==> config.mk <==
export PLATFORM = sky130hd
export DESIGN_NAME = pdm_lfd_merge
export DESIGN_NICKNAME = d
export VERILOG_FILES = /design/src/rtl/pdm_lfd_pkg.sv /design/src/rtl/pdm_lfd_merge.sv
export SDC_FILE = /design/constraint.sdc
export NUM_CORES = 1
export LEC_CHECK = 0
export BUFFER_PORTS_ARGS = -buffer_cell sky130_fd_sc_hd__buf_4
export CORE_ASPECT_RATIO = 1.5
export CORE_UTILIZATION = 40
export CTS_CLUSTER_DIAMETER = 80
export DETAILED_ROUTE_END_ITERATION = 16
export PLACE_DENSITY = 0.66
export SLEW_MARGIN = 20
export SYNTH_ARGS = -nofsm -noshare
export SYNTH_HDL_FRONTEND = slang
export SYNTH_SLANG_ARGS = --single-unit
export TNS_END_PERCENT = 10
==> constraint.sdc <==
create_clock -name clk_i -period 1.2 [get_ports clk_i]
set_input_delay 0.06 -clock clk_i [delete_from_list [all_inputs] [get_ports clk_i]]
set_output_delay 0.06 -clock clk_i [all_outputs]
set_load 0.05 [all_outputs]
==> src/rtl/pdm_lfd_pkg.sv <==
// ----------------------------------------------------------------------------
// pdm_lfd_pkg
// shared types and constants of the pdm lookup-table fir decimator
// ----------------------------------------------------------------------------
`default_nettype none

package pdm_lfd_pkg;

  localparam int unsigned WINDOW_BYTES_DEF  = 40;
  localparam int unsigned STAGE_SPACING_DEF = 10;

  localparam int unsigned NUM_STAGES  = 4;
  localparam int unsigned STAGE_W     = 2;
  localparam int unsigned GROUP_BYTES = 5;
  localparam int unsigned STEP_W      = 3;
  localparam int unsigned BYTE_W      = 8;
  localparam int unsigned SAMPLE_W    = 32;
  localparam int unsigned ROW_FIELD_W = 6;
  // wide enough for any row, phase plus offset, and phase plus group length
  localparam int unsigned ROW_CMP_W   = 9;

  typedef enum logic {
    CMD_PROCESS = 1'b0,
    CMD_WRITE   = 1'b1
  } cmd_e;

  typedef struct packed {
    logic issue;
    logic last_issue;
    logic acc_en;
    logic acc_last;
  } lane_ctrl_t;

endpackage

`default_nettype wire

==> src/rtl/pdm_lfd_merge.sv <==
// ----------------------------------------------------------------------------
// pdm_lfd_merge
// collects the finished lane sums and sends them out in stage order
// ----------------------------------------------------------------------------
`default_nettype none

module pdm_lfd_merge import pdm_lfd_pkg::*; (
  input  wire logic                  clk_i,
  input  wire logic                  rst_ni,
  input  wire logic                  load_i,
  input  wire logic [NUM_STAGES-1:0] emit_i,
  input  wire logic [SAMPLE_W-1:0]   sum_i [NUM_STAGES],
  output logic                       load_ok_o,
  output logic                       valid_o,
  input  wire logic                  ready_i,
  output logic      [SAMPLE_W-1:0]   sample_o,
  output logic      [STAGE_W-1:0]    stage_o,
  output logic                       last_o
);

  logic [NUM_STAGES-1:0] mask_q, mask_d, rest;
  logic [SAMPLE_W-1:0]   sum_q [NUM_STAGES];
  logic [STAGE_W-1:0]    sel;
  logic                  found, take;

  // lowest pending stage goes first
  always_comb begin
    sel   = '0;
    found = 1'b0;
    for (int i = 0; i < NUM_STAGES; i++) begin
      if (mask_q[i] && !found) begin
        sel   = STAGE_W'(i);
        found = 1'b1;
      end
    end
  end

  assign rest      = mask_q & ~(NUM_STAGES'(1) << sel);
  assign valid_o   = |mask_q;
  assign last_o    = (rest == '0);
  assign sample_o  = sum_q[sel];
  assign stage_o   = sel;
  assign take      = valid_o && ready_i;
  assign load_ok_o = !valid_o || (take && last_o);

  always_comb begin
    mask_d = mask_q;
    if (load_i) begin
      mask_d = emit_i;
    end else if (take) begin
      mask_d = rest;
    end
  end

  always_ff @(posedge clk_i or negedge rst_ni) begin
    if (!rst_ni) begin
      mask_q <= '0;
    end else begin
      mask_q <= mask_d;
    end
  end

  always_ff @(posedge clk_i) begin
    if (load_i) begin
      sum_q <= sum_i;
    end
  end

endmodule

`default_nettype wire

# Word-level counts from Yosys, hierarchy flattened
# Index checks and enable logic that the tools add are counted.
# classes
n_lt_le_gt_ge	1
shift	1
mux	11
bitwise	3
reduce_logical	13
# ops
operator	n
32-bit binary-select mux with 2-bit select	1
32-bit 2-to-1 mux	2
4-bit 2-to-1 mux	2
1-bit logical AND	5
4-bit bitwise AND	1
1-bit logical NOT	4
4-bit logical NOT	1
1-bit 2-to-1 mux	4
2-bit 2-to-1 mux	2
4-bit inverter	1
4-bit OR reduction	1
1-bit by 2-bit left shift with 4-bit output (first input constant)	1
3-bit greater-or-equal comparator (second input constant)	1
2-bit inverter with 3-bit output	1
2-bit nonzero test	1
1-bit logical OR	1
# totals
ff_bits	132
input_bits	136
out_inout_bits	37
elab_cells	34

# Longest topological paths before layout
# Gate-level depths: netlist (run 1).
# logic_depth
depth_word	16
mapped_depth	5

# Worst setup path before layout (run 1)
# No wires, ideal clock.
# synth_timing
path_type	register -> output
from	register mask_q[0]
to	output load_ok_o
arrival_ns	2.145
required_ns	1.140
path_slack_ns	-1.005
path_stages_with_launch	5
n_path_buf	2
path_cell_list	dfrtp_1 -> buf_4 -> buf_6 -> maj3_1 -> o31ai_1
# synth_between
elab_chain_cells	16
elab_cells_between_ends	21
# synth_rtl
item	line_no	rtl
from (decl)	pdm_lfd_merge.sv:21	logic [NUM_STAGES-1:0] mask_q, mask_d, rest;
from (signal assigned)	pdm_lfd_merge.sv:59	mask_q <= mask_d;
1-bit 2-to-1 mux	pdm_lfd_merge.sv:31	if (mask_q[i] && !found) begin
1-bit logical NOT	pdm_lfd_merge.sv:31	
1-bit logical AND	pdm_lfd_merge.sv:31	
1-bit 2-to-1 mux	pdm_lfd_merge.sv:31	
1-bit logical NOT	pdm_lfd_merge.sv:31	
1-bit logical AND	pdm_lfd_merge.sv:31	
1-bit 2-to-1 mux	pdm_lfd_merge.sv:31	
1-bit logical NOT	pdm_lfd_merge.sv:31	
1-bit logical AND	pdm_lfd_merge.sv:31	
2-bit 2-to-1 mux	pdm_lfd_merge.sv:31	
1-bit by 2-bit left shift with 4-bit output	pdm_lfd_merge.sv:38	assign rest = mask_q & ~(NUM_STAGES'(1) << sel);
4-bit inverter	pdm_lfd_merge.sv:38	
4-bit bitwise AND	pdm_lfd_merge.sv:38	
4-bit logical NOT	pdm_lfd_merge.sv:40	assign last_o = (rest == '0);
1-bit logical AND	pdm_lfd_merge.sv:44	assign load_ok_o = !valid_o || (take && last_o);
1-bit logical OR (*)	pdm_lfd_merge.sv:44	
to (decl)	pdm_lfd_merge.sv:13	output logic load_ok_o,
# Every way passes the cells marked *; elsewhere a longest branch is shown, timed or not.

# Worst setup path after layout (run 1)
# layout_timing
from	register mask_q[1]
to	output sample_o[14]
# layout_between
elab_chain_cells	12
elab_cells_between_ends	14
# layout_rtl
item	line_no	rtl
1-bit logical AND (*)	pdm_lfd_merge.sv:31	
1-bit 2-to-1 mux	pdm_lfd_merge.sv:31	
1-bit logical NOT	pdm_lfd_merge.sv:31	
1-bit logical AND	pdm_lfd_merge.sv:31	
1-bit 2-to-1 mux	pdm_lfd_merge.sv:31	
1-bit logical NOT	pdm_lfd_merge.sv:31	
1-bit logical AND	pdm_lfd_merge.sv:31	
2-bit 2-to-1 mux (*)	pdm_lfd_merge.sv:31	
2-bit inverter with 3-bit output (implied by the code) (*)	pdm_lfd_merge.sv:41	assign sample_o = sum_q[sel];
32-bit binary-select mux with 2-bit select (*)	pdm_lfd_merge.sv:41	
32-bit 2-to-1 mux (implied by the code) (*) (2 in series)	pdm_lfd_merge.sv:41	
to (decl)	pdm_lfd_merge.sv:16	output logic [SAMPLE_W-1:0] sample_o,
# Every way passes the cells marked *; elsewhere a longest branch is shown, timed or not. The select of a mux whose other input is x is not followed.

==> impl_metrics.py, run 1 <==
metrics = {
    "placed_design": {
        "portBuffers": 172,
        "dp_hpwl_um": 8960,
        "placed_area_um2": 7010,
        "globalplace.congestion": 0.810,
    },
    "timing": {
        "min_period_ps": 1980,
        "worst_slack_ps": -780,
        "finalSetupViolations": 38,
        "finalMaxSlewViolations": 0,
        "whs_ps": 54.5,
        "worst_pin_slew_ps": 480,
        "hold_viol_final": 0,
        "fmax_mhz": 505,
        "skew_ps": 1.80,
        "rsz0062_at_grt": "yes",
        "slew_headroom": 0.680,
        "fin_crit_sh": 1.65,
    },
    "clocking": {
        "tritoncts": "built",
        "cts_root_buffer": "clkbuf_16",
        "h-tree-depth": 4,
        "clk_pin_slew_worst_paths_ps": 60,
        "cts_buffers": 17,
        "numClockSinks": 132,
        "cts_buffer_depth": 2,
        "clkLatencyLatePin_ps": 400,
    },
    "worst_setup_path": {
        "cp_max_fo": 6,
        "crit_type": "flip-flop to output port",
        "worstPathArrival_ps": 1920,
        "worstPathRequired_ps": 1140,
        "crit_path_end_kind": "output port",
        "setup.worst_path.start": "mask_q[1]",
        "r2r_start": "mask_q[0]",
        "critPathLaunchType": "flip-flop",
        "crit_end": "sample_o[14]",
        "r2r_slack_ps": -50,
        "reg2reg_to": "mask_q[3]",
        "reg2reg_depth": 5,
    },
    "die": {
        "pin_count": 173,
        "rows": 50,
        "die-width_um": 94.7,
        "die_y_um": 141,
        "die_area_um2": 13400,
        "fp.coreArea_um2": 12500,
        "start_util": 0.412,
    },
    "global_routing": {
        "first_global_vias": 4816,
        "grt_max_degree": 44,
        "grt_pass1_wl_um": 24300,
        "antenna_found_initial": 1,
        "gr-total-overflow": 0,
        "grt_usage": 0.252,
    },
    "final_layout": {
        "drive_gt1_frac": 0.480,
        "layout.nets": 791,
        "final_area_um2": 9430,
        "syn_to_final_growth_pct": 82.8,
    },
    "pwr": {
        "peakVddDrop_mv": 1.31,
        "p_leak_nw": 3.65,
        "powerDensity_nw_per_um2": 1460,
    },
    "logic_synthesis": {
        "syn_avg_cell_area_um2": 16.5,
        "synth_fp_nets": 449,
        "yosysUniqueCellTypes": 24,
        "synth_cells": 313,
        "ys_ff_latch": 132,
        "syn_area_um2": 5160,
        "yosysSeqAreaShare": 0.765,
        "ys.warnings.count": 0,
    },
    "route": {
        "drc": 0,
        "drt-vias-per-instance": 5.17,
        "vias": 4263,
        "wire_per_inst_um": 19.5,
        "drtIter0Drc": 173,
        "ant_nets": 0,
        "drtPass1Iterations": 5,
        "drt-total-wl_um": 16000,
    },
    "min_path": {
        "hold_path_class": "input port to flip-flop",
    },
    "run_status": {
        "violations": "setup timing",
        "outcome": "complete, but fails checks",
    },
    "run": {
        "cap_violations": 0,
    },
}
worst min path at each step:
stage | start | to | depth (start not counted)
2_1_floorplan | rst_ni | mask_q[0] | 0
3_3_place_gp | rst_ni | mask_q[3] | 1
3_5_place_dp | rst_ni | mask_q[3] | 1
4_1_cts | load_i | sum_q[74] | 1
5_1_grt | load_i | sum_q[74] | 1
6_report | load_i | sum_q[74] | 1
critical path, cell delays in order (launching register included):
cell and delay [ps]:
dfrtp_2 450, nor4b_4 280, buf_4 180, buf_12 110, buf_12 130, a22oi_2 80
o21ai_2 90, buf_6 190
where the power goes:
| part | internal [mW] | switching [mW] |
|---|---|---|
| Combinational | 1.59 | 1.76 |
| Clock | 2.83 | 1.92 |
| Sequential | 5.47 | 0.178 |
logic make-up (layout without fill, tap and decap cells):
kind of cell             Yosys count  after routing  share of synthesized area
adder cells (fa/ha/maj)            2              2                    0.00388
other                              0              1                          0
AND/OR/NAND/NOR                   49             49                     0.0595
AO/OA/AOI/OAI                    105            105                      0.144
buffers and inverters             25            379                     0.0281
flip-flops                       132            132                      0.765
registers in the layout (all words and copies together), names as in the netlist:
register,cells
mask_q,4
sum_q,128
metal layers:
metal	routed length, um	track usage	up-vias	share of wire
li1	-	-	1960	-
met2	9320	0.485	167	0.58
met3	679	0.0620	50	0.042
met4	693	0.139	0	0.043
met5	0	0	-	0
met1	5330	0.231	2086	0.33
area by class of cell:
type / count / area (um2)
clock inverters: 13 / 113
fillers: 756 / 3090
inverters: 1 / 3.75
multi-input cells: 156 / 1430
flip-flops and latches: 132 / 3950
repair buffers: 347 / 3300
well taps: 156 / 195
diodes: 1 / 2.50
clock buffers: 18 / 429
per-stage QoR:
step | std cells | power, mW | util | setup TNS (ps) | worst slack (ps)
floorplan | 313 | 7.17 | - | -10660 | -341
finish | 824 | 13.8 | 0.753 | -26140 | -780
CTS | 821 | 13.7 | 0.740 | -26870 | -774
detailed placement | 648 | 8.28 | 0.560 | -11710 | -359
global placement | 648 | 8.23 | 0.560 | -10750 | -330
global route | 824 | 14.2 | 0.753 | -29020 | -854
repair_timing:
action	4_1_cts	5_1_grt
endpoints found under the hold margin	136	0
setup endpoints to repair	40	40
gates cloned	2	1
setup buffers	5	1
pin swaps	7	15
hold buffers	135	0
resized for setup	61	24
cell usage after synthesis, drive strengths merged:
cell    count  share of area
inv         1        0.00073
nor2        3         0.0022
nor4b       1         0.0046
dfrtp       4          0.019
or2         1         0.0012
clkbuf     10         0.0073
o21ai      38          0.038
a2111o      1         0.0022
nor2b      34          0.041
nor3        2         0.0029
nand2       5         0.0036
or3         1         0.0012
buf        14          0.020
maj3        2         0.0039
a221oi     32          0.054
a22oi      31          0.045
o31ai       3         0.0044
nand2b      2         0.0024
edfxtp    128           0.75
cells in the final DEF, fill, tap and decap left out, drive strengths merged:
cell and n:
buf 211, dlygate4sd3 135, edfxtp 128, o21ai 38, nor2b 34, a221oi 32
a22oi 31, clkbuf 19, clkinv 9, nand2 5, dfrtp 4, nor2 3
o31ai 3, nor3 2, clkinvlp 2, maj3 2, inv 2, nand2b 2
diode 1, nor4b 1, or3 1, or2 1, a2111o 1, bufinv 1
Note: power is estimated with default switching activity, not from simulation.
==> run 2, diff against run 1 <==
--- a/config.mk
+++ b/config.mk
@@ -11,6 +11,7 @@
 export CTS_CLUSTER_DIAMETER = 80
 export DETAILED_ROUTE_END_ITERATION = 16
 export PLACE_DENSITY = 0.66
+export REMOVE_ABC_BUFFERS = 1
 export SLEW_MARGIN = 20
 export SYNTH_ARGS = -nofsm -noshare
 export SYNTH_HDL_FRONTEND = slang
==> run 2 against run 1 <==
Compared with the run above:
- the flow now stops in clock tree synthesis
- synthesized cell count did not move
- area after synthesis did not move
==> impl_metrics.py, run 2 <==
metrics = {
    "run_status": {
        "outcome": "aborted with a tool error",
        "tool.error": "[ERROR RSZ-0060] Max buffer count reached.",
        "failed_stage": "clock tree synthesis",
    },
    "placed_design": {
        "dp_hpwl_um": 8670,
        "portBuffers": 172,
        "globalplace.congestion": 0.801,
        "placed_area_um2": 6730,
    },
    "clocking": {
        "h-tree-depth": 4,
        "cts_root_buffer": "clkbuf_16",
        "numClockSinks": 132,
        "post_cts_buffers": 0,
        "cts_buffer_depth": 2,
        "cts_buffers": 17,
        "cts_resized": 19,
        "hold_buffers": 135,
    },
    "logic_synthesis": {
        "synth_async_sr_flop_share": 0.0303,
        "synth_top_flop_cell": "edfxtp_1",
        "synth_most_common_cell": "edfxtp_1",
        "ys.warnings.count": 0,
        "yosysTopAreaCell": "edfxtp_1",
        "syn_area_um2": 5160,
        "synthTopCellsByCount": "edfxtp_1 (128), nor2b_1 (34), o21ai_1 (34), a221oi_1 (32), a22oi_1 (31)",
        "yosysSeqAreaShare": 0.765,
        "yosys-top-cells-area": "edfxtp_1 (75%), a221oi_1 (5.4%), a22oi_1 (4.5%)",
        "syn_avg_cell_area_um2": 16.5,
        "synth_cells": 313,
        "synth_top_area_share": 0.745,
        "synth_edf_count": 128,
        "ys_ff_latch": 132,
        "yosysUniqueCellTypes": 24,
    },
    "die": {
        "rows": 50,
        "pin_count": 173,
        "die-width_um": 94.7,
        "start_util": 0.412,
        "die_y_um": 141,
    },
}
[run 2: cell counts after synthesis]
No cell type changed its count.
[run 2: per-stage QoR]
stage	std cells	worst slack (ps)	setup TNS (ps)
global placement	639	-374	-11240
detailed placement	639	-405	-12300
floorplan	289	-1780	-63070
[run 2: logic make-up after synthesis]
logic type | share of synthesized area
and+or+nand+nor | 0.0595
DFF | 0.765
buffers and inverters | 0.0281
adders and majority gates | 0.00388
AOI/OAI and AO/OA | 0.144
==> run 3, diff against run 2 <==
--- a/config.mk
+++ b/config.mk
@@ -6,11 +6,9 @@
 export NUM_CORES = 1
 export LEC_CHECK = 0
 export BUFFER_PORTS_ARGS = -buffer_cell sky130_fd_sc_hd__buf_4
-export CORE_ASPECT_RATIO = 1.5
-export CORE_UTILIZATION = 40
-export CTS_CLUSTER_DIAMETER = 80
+export CORE_UTILIZATION = 25
 export DETAILED_ROUTE_END_ITERATION = 16
-export PLACE_DENSITY = 0.66
+export PLACE_DENSITY_LB_ADDON = 0.15
 export REMOVE_ABC_BUFFERS = 1
 export SLEW_MARGIN = 20
 export SYNTH_ARGS = -nofsm -noshare
==> constraint.sdc (replaced) <==
create_clock -name clk_i -period 1.6 [get_ports clk_i]
set_input_delay 0.08 -clock clk_i [delete_from_list [all_inputs] [get_ports clk_i]]
set_output_delay 0.08 -clock clk_i [all_outputs]
set_load 0.05 [all_outputs]
==> run 3 against run 2 <==
Compared with the run above:
- the flow now finishes, with violations (setup timing)
==> impl_metrics.py, run 3 (synthesized netlist as in run 1, its figures left out) <==
metrics = {
    "run_status": {
        "outcome": "complete, but fails checks",
        "violations": "setup timing",
    },
    "pwr": {
        "powerDensity_nw_per_um2": 1100,
        "p_leak_nw": 3.67,
        "total_power_mw": 10.6,
        "peakVddDrop_mv": 0.611,
    },
    "clocking": {
        "cts_buffers": 17,
        "clk_pin_slew_worst_paths_ps": 60,
        "cts_buffer_depth": 2,
        "clkLatencyLatePin_ps": 410,
        "tritoncts": "built",
        "cts_root_buffer": "clkbuf_16",
        "h-tree-depth": 4,
        "numClockSinks": 132,
    },
    "timing": {
        "fin_crit_sh": 1.24,
        "slew_headroom": 0.770,
        "worst_slack_ps": -390,
        "worst_pin_slew_ps": 346,
        "rsz0062_at_grt": "yes",
        "min_period_ps": 1990,
        "hold_viol_final": 0,
        "fmax_mhz": 503,
        "finalMaxSlewViolations": 0,
        "finalSetupViolations": 37,
        "skew_ps": 0.101,
        "whs_ps": 59.8,
        "setup_tns_ps": -12420,
    },
    "global_routing": {
        "grt_pass1_wl_um": 23900,
        "first_global_vias": 4429,
        "grt_max_degree": 61,
        "gr-total-overflow": 0,
        "antenna_found_initial": 0,
        "grt_usage": 0.150,
    },
    "placed_design": {
        "dp.cells": 754,
        "preCtsSetupSlack_ps": -120,
        "placed_area_um2": 6910,
        "portBuffers": 172,
        "dp_hpwl_um": 9290,
        "globalplace.congestion": 0.746,
    },
    "run": {
        "cap_violations": 0,
    },
    "route": {
        "drc": 0,
        "ant_nets": 0,
        "vias": 4196,
        "drt-total-wl_um": 16300,
        "m1WireLength_um": 7040,
        "wire_per_inst_um": 17.4,
        "met2_length_um": 8210,
        "drt-vias-per-instance": 4.49,
        "wl_met3_um": 788,
        "drtIter0Drc": 127,
        "dr.max_layer_used": "met4",
        "drtPass1Iterations": 4,
    },
    "die": {
        "die_y_um": 146,
        "die-width_um": 146,
        "start_util": 0.255,
        "die_area_um2": 21200,
        "rows": 52,
        "fp.coreArea_um2": 20200,
        "pin_count": 173,
    },
    "final_layout": {
        "fill_cells": 1806,
        "final_common_cell": "buf_4",
        "mostFrequentLayoutCells": "buf_4 (154), dlygate4sd3_1 (135), edfxtp_1 (128)",
        "fin_cells": 935,
        "layout.nets": 788,
        "antenna_cells": 0,
        "syn_to_final_growth_pct": 87.4,
        "final_area_um2": 9660,
        "largest_register_ff_count": 128,
        "reg_top3": "sum_q x128, mask_q x4",
        "regMostFlops": "sum_q",
        "drive_gt1_frac": 0.477,
        "post-route-util": 0.478,
    },
    "worst_setup_path": {
        "cp_max_fo": 4,
        "worstPathRequired_ps": 1520,
        "critPathLaunchType": "flip-flop",
        "cpMaxStageDelayCell": "dfrtp_2",
        "cp_slowest_stage_delay_ps": 440,
        "worstPathArrival_ps": 1910,
        "crit_chain": "nor4b_4 -> buf_6 -> clkbuf_16 -> a22oi_2 -> o21ai_1 -> buf_6",
        "crit_path_frequent_cell": "buf_6",
        "crit_path_end_kind": "output port",
        "crit_type": "flip-flop to output port",
    },
    "min_path": {
        "hold_path_class": "input port to flip-flop",
    },
}
[run 3: repair_timing]
| action | 4_1_cts | 5_1_grt |
|---|---|---|
| endpoints found under the setup margin | 37 | 37 |
| pin swaps | 5 | 34 |
| setup buffers | 4 | 5 |
| hold buffers | 135 | 0 |
| endpoints found under the hold margin | 136 | 0 |
| cloned | 2 | 4 |
| gates resized for setup | 49 | 83 |
[run 3: metal layers]
| layer | vias to the layer above | track usage |
|---|---|---|
| li1 | 1959 | - |
| met1 | 2080 | 0.186 |
| met2 | 137 | 0.247 |
| met3 | 20 | 0.0379 |
| met4 | 0 | 0.0626 |
| met5 | - | 0 |
[run 3: cell type report]
class                   instances  area, um2  area share
clock buffers                  18        429      0.0444
clock inverters                14        153      0.0158
inverters                       1       3.75    0.000388
multi-input cells             156       1500       0.155
flip-flops and latches        132       3950       0.409
well taps                     270        338      0.0350
repair buffers                344       3290       0.341
[run 3: path summary, 6_finish.rpt]
check	slack [ps]	to	from	depth (start not counted)
setup / recovery	-390	sample_o[21]	mask_q[1]	6
hold / removal	60	mask_q[1]	ready_i	4
setup reg to reg	170	mask_q[0]	mask_q[0]	4
hold reg to reg	770	mask_q[3]	mask_q[3]	3
max in group asynchronous	800	mask_q[1]	rst_ni	3
min in group asynchronous	590	mask_q[3]	rst_ni	3
[run 3: worst max-delay path: cells and delay by family, from the launching register on]
family | cells | cell delay, ps
buffers and inverters | 3 | 550
flip-flops | 1 | 440
AND/OR/NAND/NOR | 1 | 320
AO/OA/AOI/OAI | 2 | 180
[run 3: power breakdown]
part / switching (mW) / total [mW] / internal [mW]
sequential: 0.145 / 4.25 / 4.11
clock: 1.57 / 3.88 / 2.31
combinational: 1.32 / 2.50 / 1.19
total: 3.03 / 10.6 / 7.60
